==> src/hw/rtl/mhpq_pkg.sv <==
// Package for the min-heap priority queue: microcode step, control word and status types,
// and the read-only microprogram that the sequencer steps through.
// No dependencies.
package mhpq_pkg;

   localparam int PORT_VALUE_W = 32;
   localparam int PORT_COUNT_W = 7;

   typedef enum logic [1:0] {
      ST_DONE  = 2'd0,
      ST_FULL  = 2'd1,
      ST_EMPTY = 2'd2
   } status_type;

   typedef enum logic [3:0] {
      S_IDLE,
      S_PUSH0,
      S_UP_RD,
      S_UP_CMP,
      S_POP0,
      S_POP1,
      S_DN_RDL,
      S_DN_RDR,
      S_DN_CMP,
      S_PLACE,
      S_FINISH
   } step_type;

   typedef enum logic [2:0] {
      RD_NONE,
      RD_PARENT,
      RD_LAST,
      RD_LEFT,
      RD_RIGHT
   } rd_sel_type;

   typedef enum logic [3:0] {
      OP_NONE,
      OP_ACCEPT,
      OP_PUSH_INIT,
      OP_POP_INIT,
      OP_LOAD_X,
      OP_LOAD_CAND,
      OP_UP,
      OP_DOWN,
      OP_PLACE,
      OP_FINISH
   } op_type;

   typedef enum logic [2:0] {
      C_ALWAYS,
      C_POP_REQ,
      C_FULL,
      C_EMPTY,
      C_ROOT,
      C_NO_KID,
      C_UP_STOP,
      C_DN_STOP
   } cond_type;

   typedef struct packed {
      rd_sel_type rd;
      op_type     op;
      cond_type   cond;
      step_type   jump;
      step_type   next;
   } ctrl_word_type;

   typedef struct packed {
      logic full;
      logic empty;
      logic root;
      logic no_kid;
      logic up_stop;
      logic dn_stop;
   } flags_type;

   function automatic ctrl_word_type ucode_rom(input step_type step);
      ctrl_word_type cw;
      cw = '{rd: RD_NONE, op: OP_NONE, cond: C_ALWAYS, jump: S_IDLE, next: S_IDLE};
      case (step)
         S_IDLE:   cw = '{RD_NONE,   OP_ACCEPT,    C_POP_REQ, S_POP0,   S_PUSH0};
         S_PUSH0:  cw = '{RD_NONE,   OP_PUSH_INIT, C_FULL,    S_FINISH, S_UP_RD};
         S_UP_RD:  cw = '{RD_PARENT, OP_NONE,      C_ROOT,    S_PLACE,  S_UP_CMP};
         S_UP_CMP: cw = '{RD_NONE,   OP_UP,        C_UP_STOP, S_FINISH, S_UP_RD};
         S_POP0:   cw = '{RD_LAST,   OP_POP_INIT,  C_EMPTY,   S_FINISH, S_POP1};
         S_POP1:   cw = '{RD_NONE,   OP_LOAD_X,    C_ALWAYS,  S_DN_RDL, S_DN_RDL};
         S_DN_RDL: cw = '{RD_LEFT,   OP_NONE,      C_NO_KID,  S_PLACE,  S_DN_RDR};
         S_DN_RDR: cw = '{RD_RIGHT,  OP_LOAD_CAND, C_ALWAYS,  S_DN_CMP, S_DN_CMP};
         S_DN_CMP: cw = '{RD_NONE,   OP_DOWN,      C_DN_STOP, S_FINISH, S_DN_RDL};
         S_PLACE:  cw = '{RD_NONE,   OP_PLACE,     C_ALWAYS,  S_FINISH, S_FINISH};
         S_FINISH: cw = '{RD_NONE,   OP_FINISH,    C_ALWAYS,  S_IDLE,   S_IDLE};
         default:  cw = '{RD_NONE,   OP_NONE,      C_ALWAYS,  S_IDLE,   S_IDLE};
      endcase
      return cw;
   endfunction

endpackage

==> src/hw/rtl/min_heap_priority_queue.sv <==
// Top level of the min-heap priority queue: microcode sequencer and heap datapath.
// Depends on mhpq_pkg, mhpq_seq and mhpq_dp.
//
// A request is taken at a rising edge with start high and busy low. req_type 0 pushes
// req_value, req_type 1 pops the minimum. Busy stays high while the request is worked on.
// Each request gives one result: rsp_valid is high for exactly one cycle with rsp_status,
// rsp_top_value (minimum after the operation, zero when empty), rsp_element_count and
// rsp_is_empty. The receiver cannot stall; results are taken when shown.
// The heap lives in one RAM with one write and one registered read port, which sets
// the pace. Per level, a push reads the parent and compares; a pop reads the left child,
// reads the right child and compares. A push climbs at most log2(HEAP_DEPTH) levels and
// a pop descends at most one level fewer. A refused request goes straight to its result.
// A new request may be given in the cycle that shows the previous result. Reset clears
// the element count and the sequencer; the heap RAM needs no clearing, since only
// entries below the count are ever used.
module min_heap_priority_queue
   import mhpq_pkg::*;
#(
   parameter int HEAP_DEPTH  = 64,
   parameter int VALUE_WIDTH = 32
) (
   input  logic                           clock,
   input  logic                           reset,
   input  logic                           start,
   output logic                           busy,
   input  logic                           req_type,
   input  logic signed [PORT_VALUE_W-1:0] req_value,
   output logic                           rsp_valid,
   output logic [1:0]                     rsp_status,
   output logic signed [PORT_VALUE_W-1:0] rsp_top_value,
   output logic [PORT_COUNT_W-1:0]        rsp_element_count,
   output logic                           rsp_is_empty
);

   ctrl_word_type cw;
   flags_type     flags;

   mhpq_seq u_seq (
      .clock    (clock),
      .reset    (reset),
      .start    (start),
      .req_type (req_type),
      .flags    (flags),
      .cw       (cw),
      .busy     (busy)
   );

   mhpq_dp #(
      .HEAP_DEPTH  (HEAP_DEPTH),
      .VALUE_WIDTH (VALUE_WIDTH)
   ) u_dp (
      .clock             (clock),
      .reset             (reset),
      .cw                (cw),
      .req_value         (req_value),
      .flags             (flags),
      .rsp_valid         (rsp_valid),
      .rsp_status        (rsp_status),
      .rsp_top_value     (rsp_top_value),
      .rsp_element_count (rsp_element_count),
      .rsp_is_empty      (rsp_is_empty)
   );

endmodule

==> src/hw/rtl/mhpq_ram.sv <==
// Generic single-port-write, single-port-read RAM with registered read data.
// No dependencies.
module mhpq_ram #(
   parameter int WIDTH = 32,
   parameter int DEPTH = 64
) (
   input  logic                     clock,
   input  logic                     wr_en,
   input  logic [$clog2(DEPTH)-1:0] wr_addr,
   input  logic [WIDTH-1:0]         wr_data,
   input  logic [$clog2(DEPTH)-1:0] rd_addr,
   output logic [WIDTH-1:0]         rd_data
);

   logic [WIDTH-1:0] mem [DEPTH];
   logic [WIDTH-1:0] rd_data_ff;

   always_ff @(posedge clock) begin
      if (wr_en) begin
         mem[wr_addr] <= wr_data;
      end
      rd_data_ff <= mem[rd_addr];
   end

   assign rd_data = rd_data_ff;

endmodule

==> src/hw/rtl/mhpq_seq.sv <==
// Microcode sequencer: step counter, control-word ROM lookup and conditional jumps.
// Depends on mhpq_pkg.
module mhpq_seq
   import mhpq_pkg::*;
(
   input  logic          clock,
   input  logic          reset,
   input  logic          start,
   input  logic          req_type,
   input  flags_type     flags,
   output ctrl_word_type cw,
   output logic          busy
);

   step_type step_ff;
   step_type step_in;
   logic     cond_true;

   always_ff @(posedge clock) begin
      if (reset) begin
         step_ff <= S_IDLE;
      end else begin
         step_ff <= step_in;
      end
   end

   always_comb begin
      cw = ucode_rom(step_ff);
      case (cw.cond)
         C_ALWAYS:  cond_true = 1'b1;
         C_POP_REQ: cond_true = req_type;
         C_FULL:    cond_true = flags.full;
         C_EMPTY:   cond_true = flags.empty;
         C_ROOT:    cond_true = flags.root;
         C_NO_KID:  cond_true = flags.no_kid;
         C_UP_STOP: cond_true = flags.up_stop;
         C_DN_STOP: cond_true = flags.dn_stop;
         default:   cond_true = 1'b1;
      endcase
      if (step_ff == S_IDLE && !start) begin
         step_in = S_IDLE;
      end else if (cond_true) begin
         step_in = cw.jump;
      end else begin
         step_in = cw.next;
      end
   end

   assign busy = (step_ff != S_IDLE);

endmodule

==> src/hw/rtl/mhpq_dp.sv <==
// Heap datapath: heap RAM, position, count and moving-value registers, result registers.
// Depends on mhpq_pkg and mhpq_ram.
module mhpq_dp
   import mhpq_pkg::*;
#(
   parameter int HEAP_DEPTH  = 64,
   parameter int VALUE_WIDTH = 32
) (
   input  logic                           clock,
   input  logic                           reset,
   input  ctrl_word_type                  cw,
   input  logic signed [PORT_VALUE_W-1:0] req_value,
   output flags_type                      flags,
   output logic                           rsp_valid,
   output logic [1:0]                     rsp_status,
   output logic signed [PORT_VALUE_W-1:0] rsp_top_value,
   output logic [PORT_COUNT_W-1:0]        rsp_element_count,
   output logic                           rsp_is_empty
);

   localparam int AW = $clog2(HEAP_DEPTH);
   localparam int CW = $clog2(HEAP_DEPTH + 1);
   localparam int KW = AW + 2;

   logic [AW-1:0]                  pos_ff, pos_in;
   logic [CW-1:0]                  cnt_ff, cnt_in;
   logic signed [VALUE_WIDTH-1:0]  x_ff, x_in;
   logic signed [VALUE_WIDTH-1:0]  cand_ff, cand_in;
   logic signed [VALUE_WIDTH-1:0]  top_ff, top_in;
   status_type                     status_ff, status_in;
   logic                           rsp_valid_ff, rsp_valid_in;
   logic [1:0]                     rsp_status_ff, rsp_status_in;
   logic signed [PORT_VALUE_W-1:0] rsp_top_ff, rsp_top_in;
   logic [PORT_COUNT_W-1:0]        rsp_count_ff, rsp_count_in;
   logic                           rsp_empty_ff, rsp_empty_in;

   logic                           wr_en;
   logic [AW-1:0]                  wr_addr;
   logic signed [VALUE_WIDTH-1:0]  wr_data;
   logic [AW-1:0]                  rd_addr;
   logic [VALUE_WIDTH-1:0]         rd_data;
   logic signed [VALUE_WIDTH-1:0]  rd_val;

   logic [AW-1:0]                  parent_idx;
   logic [CW-1:0]                  last_full;
   logic [KW-1:0]                  left_idx, right_idx;
   logic                           full, empty, has_right, use_right, up_gt, dn_gt;
   logic signed [VALUE_WIDTH-1:0]  child_val;
   logic [AW-1:0]                  child_idx;

   mhpq_ram #(
      .WIDTH (VALUE_WIDTH),
      .DEPTH (HEAP_DEPTH)
   ) u_ram (
      .clock   (clock),
      .wr_en   (wr_en),
      .wr_addr (wr_addr),
      .wr_data (wr_data),
      .rd_addr (rd_addr),
      .rd_data (rd_data)
   );

   assign rd_val     = rd_data;
   assign parent_idx = (pos_ff - AW'(1)) >> 1;
   assign last_full  = cnt_ff - CW'(1);
   assign left_idx   = {1'b0, pos_ff, 1'b1};
   assign right_idx  = {1'b0, pos_ff, 1'b0} + KW'(2);
   assign full       = (cnt_ff == CW'(HEAP_DEPTH));
   assign empty      = (cnt_ff == '0);
   assign has_right  = (right_idx < KW'(cnt_ff));
   assign use_right  = has_right && (cand_ff > rd_val);
   assign child_val  = use_right ? rd_val : cand_ff;
   assign child_idx  = use_right ? right_idx[AW-1:0] : left_idx[AW-1:0];
   assign up_gt      = (rd_val > x_ff);
   assign dn_gt      = (x_ff > child_val);

   always_comb begin
      flags.full    = full;
      flags.empty   = empty;
      flags.root    = (pos_ff == '0);
      flags.no_kid  = (left_idx >= KW'(cnt_ff));
      flags.up_stop = !up_gt;
      flags.dn_stop = !dn_gt;
   end

   always_comb begin
      case (cw.rd)
         RD_PARENT: rd_addr = parent_idx;
         RD_LAST:   rd_addr = last_full[AW-1:0];
         RD_LEFT:   rd_addr = left_idx[AW-1:0];
         RD_RIGHT:  rd_addr = right_idx[AW-1:0];
         default:   rd_addr = '0;
      endcase
   end

   always_comb begin
      pos_in        = pos_ff;
      cnt_in        = cnt_ff;
      x_in          = x_ff;
      cand_in       = cand_ff;
      status_in     = status_ff;
      rsp_valid_in  = 1'b0;
      rsp_status_in = rsp_status_ff;
      rsp_top_in    = rsp_top_ff;
      rsp_count_in  = rsp_count_ff;
      rsp_empty_in  = rsp_empty_ff;
      wr_en         = 1'b0;
      wr_addr       = pos_ff;
      wr_data       = x_ff;
      case (cw.op)
         OP_ACCEPT: begin
            x_in = VALUE_WIDTH'(req_value);
         end
         OP_PUSH_INIT: begin
            if (full) begin
               status_in = ST_FULL;
            end else begin
               status_in = ST_DONE;
               pos_in    = cnt_ff[AW-1:0];
               cnt_in    = cnt_ff + CW'(1);
            end
         end
         OP_POP_INIT: begin
            if (empty) begin
               status_in = ST_EMPTY;
            end else begin
               status_in = ST_DONE;
               pos_in    = '0;
               cnt_in    = last_full;
            end
         end
         OP_LOAD_X: begin
            x_in = rd_val;
         end
         OP_LOAD_CAND: begin
            cand_in = rd_val;
         end
         OP_UP: begin
            wr_en = 1'b1;
            if (up_gt) begin
               wr_data = rd_val;
               pos_in  = parent_idx;
            end
         end
         OP_DOWN: begin
            wr_en = 1'b1;
            if (dn_gt) begin
               wr_data = child_val;
               pos_in  = child_idx;
            end
         end
         OP_PLACE: begin
            wr_en = 1'b1;
         end
         OP_FINISH: begin
            rsp_valid_in  = 1'b1;
            rsp_status_in = status_ff;
            rsp_top_in    = empty ? '0 : PORT_VALUE_W'(top_ff);
            rsp_count_in  = PORT_COUNT_W'(cnt_ff);
            rsp_empty_in  = empty;
         end
         default: begin
         end
      endcase
      top_in = (wr_en && wr_addr == '0) ? wr_data : top_ff;
   end

   always_ff @(posedge clock) begin
      if (reset) begin
         cnt_ff       <= '0;
         rsp_valid_ff <= 1'b0;
      end else begin
         cnt_ff       <= cnt_in;
         rsp_valid_ff <= rsp_valid_in;
      end
      pos_ff        <= pos_in;
      x_ff          <= x_in;
      cand_ff       <= cand_in;
      top_ff        <= top_in;
      status_ff     <= status_in;
      rsp_status_ff <= rsp_status_in;
      rsp_top_ff    <= rsp_top_in;
      rsp_count_ff  <= rsp_count_in;
      rsp_empty_ff  <= rsp_empty_in;
   end

   assign rsp_valid         = rsp_valid_ff;
   assign rsp_status        = rsp_status_ff;
   assign rsp_top_value     = rsp_top_ff;
   assign rsp_element_count = rsp_count_ff;
   assign rsp_is_empty      = rsp_empty_ff;

endmodule

==> config.mk <==
export PLATFORM = sky130hd
export DESIGN_NAME = min_heap_priority_queue
export DESIGN_NICKNAME = d
export VERILOG_FILES = /design/src/hw/rtl/mhpq_pkg.sv /design/src/hw/rtl/min_heap_priority_queue.sv /design/src/hw/rtl/mhpq_ram.sv /design/src/hw/rtl/mhpq_seq.sv /design/src/hw/rtl/mhpq_dp.sv
export SDC_FILE = /design/constraint.sdc
export NUM_CORES = 2
export LEC_CHECK = 0
export ABC_CLOCK_PERIOD_IN_PS = 7600
export BUFFER_PORTS_ARGS = -buffer_cell sky130_fd_sc_hd__buf_4
export CORE_MARGIN = 4
export CORE_UTILIZATION = 57
export CTS_CLUSTER_DIAMETER = 40
export DETAILED_ROUTE_END_ITERATION = 8
export HOLD_SLACK_MARGIN = 0.12
export PLACE_DENSITY = 0.79
export SYNTH_ARGS = -nofsm -noshare
export SYNTH_HDL_FRONTEND = slang
export SYNTH_SLANG_ARGS = --single-unit
==> constraint.sdc <==
create_clock -name clock -period 7.6 [get_ports clock]
set_clock_uncertainty 0.1 [all_clocks]
set_input_delay 1.52 -clock clock [delete_from_list [all_inputs] [get_ports clock]]
set_output_delay 1.52 -clock clock [all_outputs]
set_load 0.05 [all_outputs]
==> metrics.md <==
| Metric | Value |
|---|---|
| Clock root buffer | `clkbuf_16` |
| WP data arrival | `7900 ps` |
| Leak | `34.5 nW` |
| Detail Route Antenna Nets | `0` |
| Synth-to-Final Area Change | `13.3%` |
| First-pass GRT wire length | `388000 µm` |
| VDD IR-drop max | `0.386 mV` |
| CP endpoint kind | `flop` |
| Fin nets | `6209` |
| Core Region | `159000 µm²` |
| Post-synth EDFFs | `2194` |
| # rows | `146` |
| Worst Tran Pin Value | `1250 ps` |
| Slowest CP cell | `or4_1` |
| Post-DP HPWL | `137000 µm` |
| Most area-consuming cells after synthesis | `edfxtp_1 72%, mux4_2 6.9%, nand2_1 5.2%` |
| Cell Area, Synth | `91500 µm²` |
| Clock Latency Late Sink | `900 ps` |
| Clock network power share | `25.9%` |
| R2r endpoint | `u_seq.cw[10]` |
| Placement Setup Slack | `366 ps` |
| Syn Inst Count | `5902` |
| Via density | `6.88` |
| Critical hold path startpoint | `u_dp.status_ff[0]` |
| Sequential fraction of design power | `38.5%` |
| Post-synth ARST share | `0%` |
| Die height | `409 µm` |
| Drt wl/cell | `32.6 µm` |
| CTS Buf Count | `233` |
| Period utilization | `95.1%` |
| Status | `finished, final reports clean` |
| Clock Tree Buf Depth | `3` |
| Total grt overflow | `0` |
| WP buf/inv | `4` |
| Largest net degree at the start of global routing | `167` |
| Ys Warns | `0` |
| Max-slew headroom | `16.1%` |
| Vias in the first global route | `55800` |
| IO Count | `80` |
| GPL Wtd Cong | `0.935` |
| Clk sinks | `2254` |
| Combinational power share | `35.6%` |
| FF-to-FF path depth | `26` |
| Dominant synthesized flop cell | `edfxtp_1` |
| Number of remaining DRC errors | `0` |
| Die width | `409 µm` |
| FMAX | `138 MHz` |
| Netlist cell types | `84` |
| Syn Nets | `6056` |
| Postcts setup bufs | `0` |
| Max Cap Viol | `0` |
| Tot GR Track Use | `32.2%` |
| Reg2Reg Setup Slack | `370 ps` |
| Post-synth top area share | `72.0%` |
| Layout cell share with drive strength beyond 1 | `17.8%` |
| Worst Hold Class | `reg2reg` |
| Switching part of the total | `36.9%` |
| Final setup margin | `373 ps` |
| Crit path kind | `reg2reg` |
| Worst setup SP type | `flop` |
| Pins over their slew limit | `0` |
| Worst stage delay on the critical path | `620 ps` |
| Die area | `167000 µm²` |
| Synthesized area per cell | `15.5 µm²` |
| DR pass1 iterations | `8` |
| Vias | `57300` |
| Endpoints failing hold | `0` |
| Setup_tns | `0 ps` |
| Worst flop-to-flop path startpoint | `u_dp.u_ram.rd_data[31]` |
| Power Total | `43.1 mW` |
| CTS tree | `done` |
| CP top delay family | `simple AND/OR/NAND/NOR gates` |
| RSZ-0062 raised after global routing | `false` |
| Internal power | `27.2 mW` |
| DR iter-0 viols | `9849` |
| WL final | `271000 µm` |
| Port buffer count | `79` |
| Final setup viols | `0` |
| Crit path to | `u_seq.cw[10]` |
| Initial antenna violation count | `14` |
| Final Critical Period | `7230 ps` |
| Crit path depth | `26` |
| H-tree levels | `4` |
| Dominant cell type by area after synthesis | `edfxtp_1` |
| Crit path launch | `u_dp.u_ram.rd_data[31]` |
| Starting density of the core | `57.6%` |
| PwrDens | `415 nW/µm²` |
| #FFs+latches synth | `2254` |
| Register area share after synthesis | `73.3%` |
| Critical path peak fanout | `19` |
| NetSw | `15.9 mW` |
| Reg clk slew, reported paths | `60 ps` |
| Worst Path Required | `8270 ps` |
| Hold Path Cell Cnt | `0` |
[layout make-up]
class	instances	area [µm²]
diodes	6	15.0
clock buffers	280	6090
clock inverters	150	1460
fillers	10200	55200
inverters	88	330
multi-input cells	3196	23500
flip-flops and latches	2254	67100
well taps	2072	2590
repair buffers	282	2670
[cell usage after synthesis, types with 5 or more instances]
cell type,instances
edfxtp_1,2194
nand2_1,1258
nand3_1,563
mux4_2,282
clkbuf_1,217
a311oi_1,168
nor2_1,130
ha_1,118
a21oi_1,87
inv_1,87
and3_1,68
buf_2,67
dfxtp_1,60
buf_1,58
nor2b_1,49
o21ai_0,44
a22oi_1,36
a31oi_1,36
mux2_2,34
nand4_1,29
mux2i_2,26
nor3_1,26
o221ai_2,26
xnor2_1,18
a21o_1,15
mux2i_1,15
o221ai_1,15
a32oi_1,11
o22ai_1,10
a311o_1,9
dlygate4sd3_1,9
nand2b_1,9
o21a_1,8
nand3b_1,7
nor4_1,7
xor2_1,6
a211oi_1,5
a221o_1,5
[cells by family after synthesis]
| kind of cell | share of synthesized area, % |
|---|---|
| AO/OA/AOI/OAI | 4.37 |
| multiplexers | 7.92 |
| adder cells (fa/ha/maj) | 1.61 |
| flip-flops | 73.3 |
| buffers and inverters | 2.15 |
| XOR/XNOR | 0.230 |
| AND/OR/NAND/NOR | 10.4 |
[state kept, by name, indices dropped and copies added (netlist names), 4 cells and up]
signal	count
u_dp.rsp_top_value	32
u_seq.cw	16
u_dp.u_ram.rd_data	32
u_dp.rsp_element_count	7
u_dp.cnt_ff	7
u_dp.pos_ff	6
u_dp.top_ff	32
u_dp.x_ff	32
u_dp.cand_ff	32
u_seq.step_ff	4
u_dp.u_ram.mem	2048
[routing by layer]
| metal | share of wire [%] | GRT usage [%] |
|---|---|---|
| met5 | 0.0085 | 0 |
| met4 | 6.0 | 16.3 |
| met3 | 15 | 10.1 |
| met2 | 45 | 48.1 |
| met1 | 34 | 43.1 |
[cell usage in the layout, fill, tap and decap left out, types with 26 or more instances in the layout]
cell and count:
mux2_2 34, buf_4 238, inv_1 87, nor2b_1 49, edfxtp_1 2194, clkinv_2 29
clkbuf_16 234, o21ai_0 42, mux2i_2 26, clkinv_1 38, nor2_1 61, nand3_1 563
ha_1 118, a31oi_1 36, clkbuf_1 40, a311oi_1 168, nand4_1 29, mux4_2 282
a21oi_1 86, and3_1 68, a22oi_1 36, buf_12 44, nand2_1 1257, o221ai_4 32
dfxtp_1 59, nor2_4 68
[power by group through the flow]
stage          registers [mW]  clock network, mW  logic (mW)
4_1_cts                  16.5               11.2        15.0
2_1_floorplan            16.9                  0        9.23
5_1_grt                  16.6               11.8        16.2
3_5_place_dp             16.8                  0        14.8
3_3_place_gp             16.8                  0        14.5
6_report                 16.6               11.2        15.3
[stage by stage]
| stage | area, µm² | instances | util [%] | hold WS, ps |
|---|---|---|---|---|
| 6_report | 104000 | 8328 | 65.3 | 332 |
| 5_1_grt | 104000 | 8322 | 65.2 | 352 |
| 4_1_cts | 104000 | 8321 | 65.2 | 332 |
| 3_5_place_dp | 96100 | 7891 | 60.5 | 318 |
| 3_3_place_gp | 96100 | 7891 | 60.5 | 305 |
| 2_1_floorplan | 91500 | 5902 | - | 300 |
[worst min-delay path by stage]
stage / end / slack (ps)
3_3_place_gp: u_dp.rsp_status[0] / 300
2_1_floorplan: u_dp.rsp_status[0] / 300
4_1_cts: u_dp.rsp_status[0] / 330
3_5_place_dp: u_dp.rsp_status[0] / 320
5_1_grt: u_dp.rsp_status[0] / 350
6_report: u_dp.rsp_status[0] / 330
[what timing repair did]
item                       in CTS  in global routing
setup endpoints to repair       0                  6
gates resized for setup         0                  1
hold buffers                    0                  0
Power figures use the tool's default switching activity.
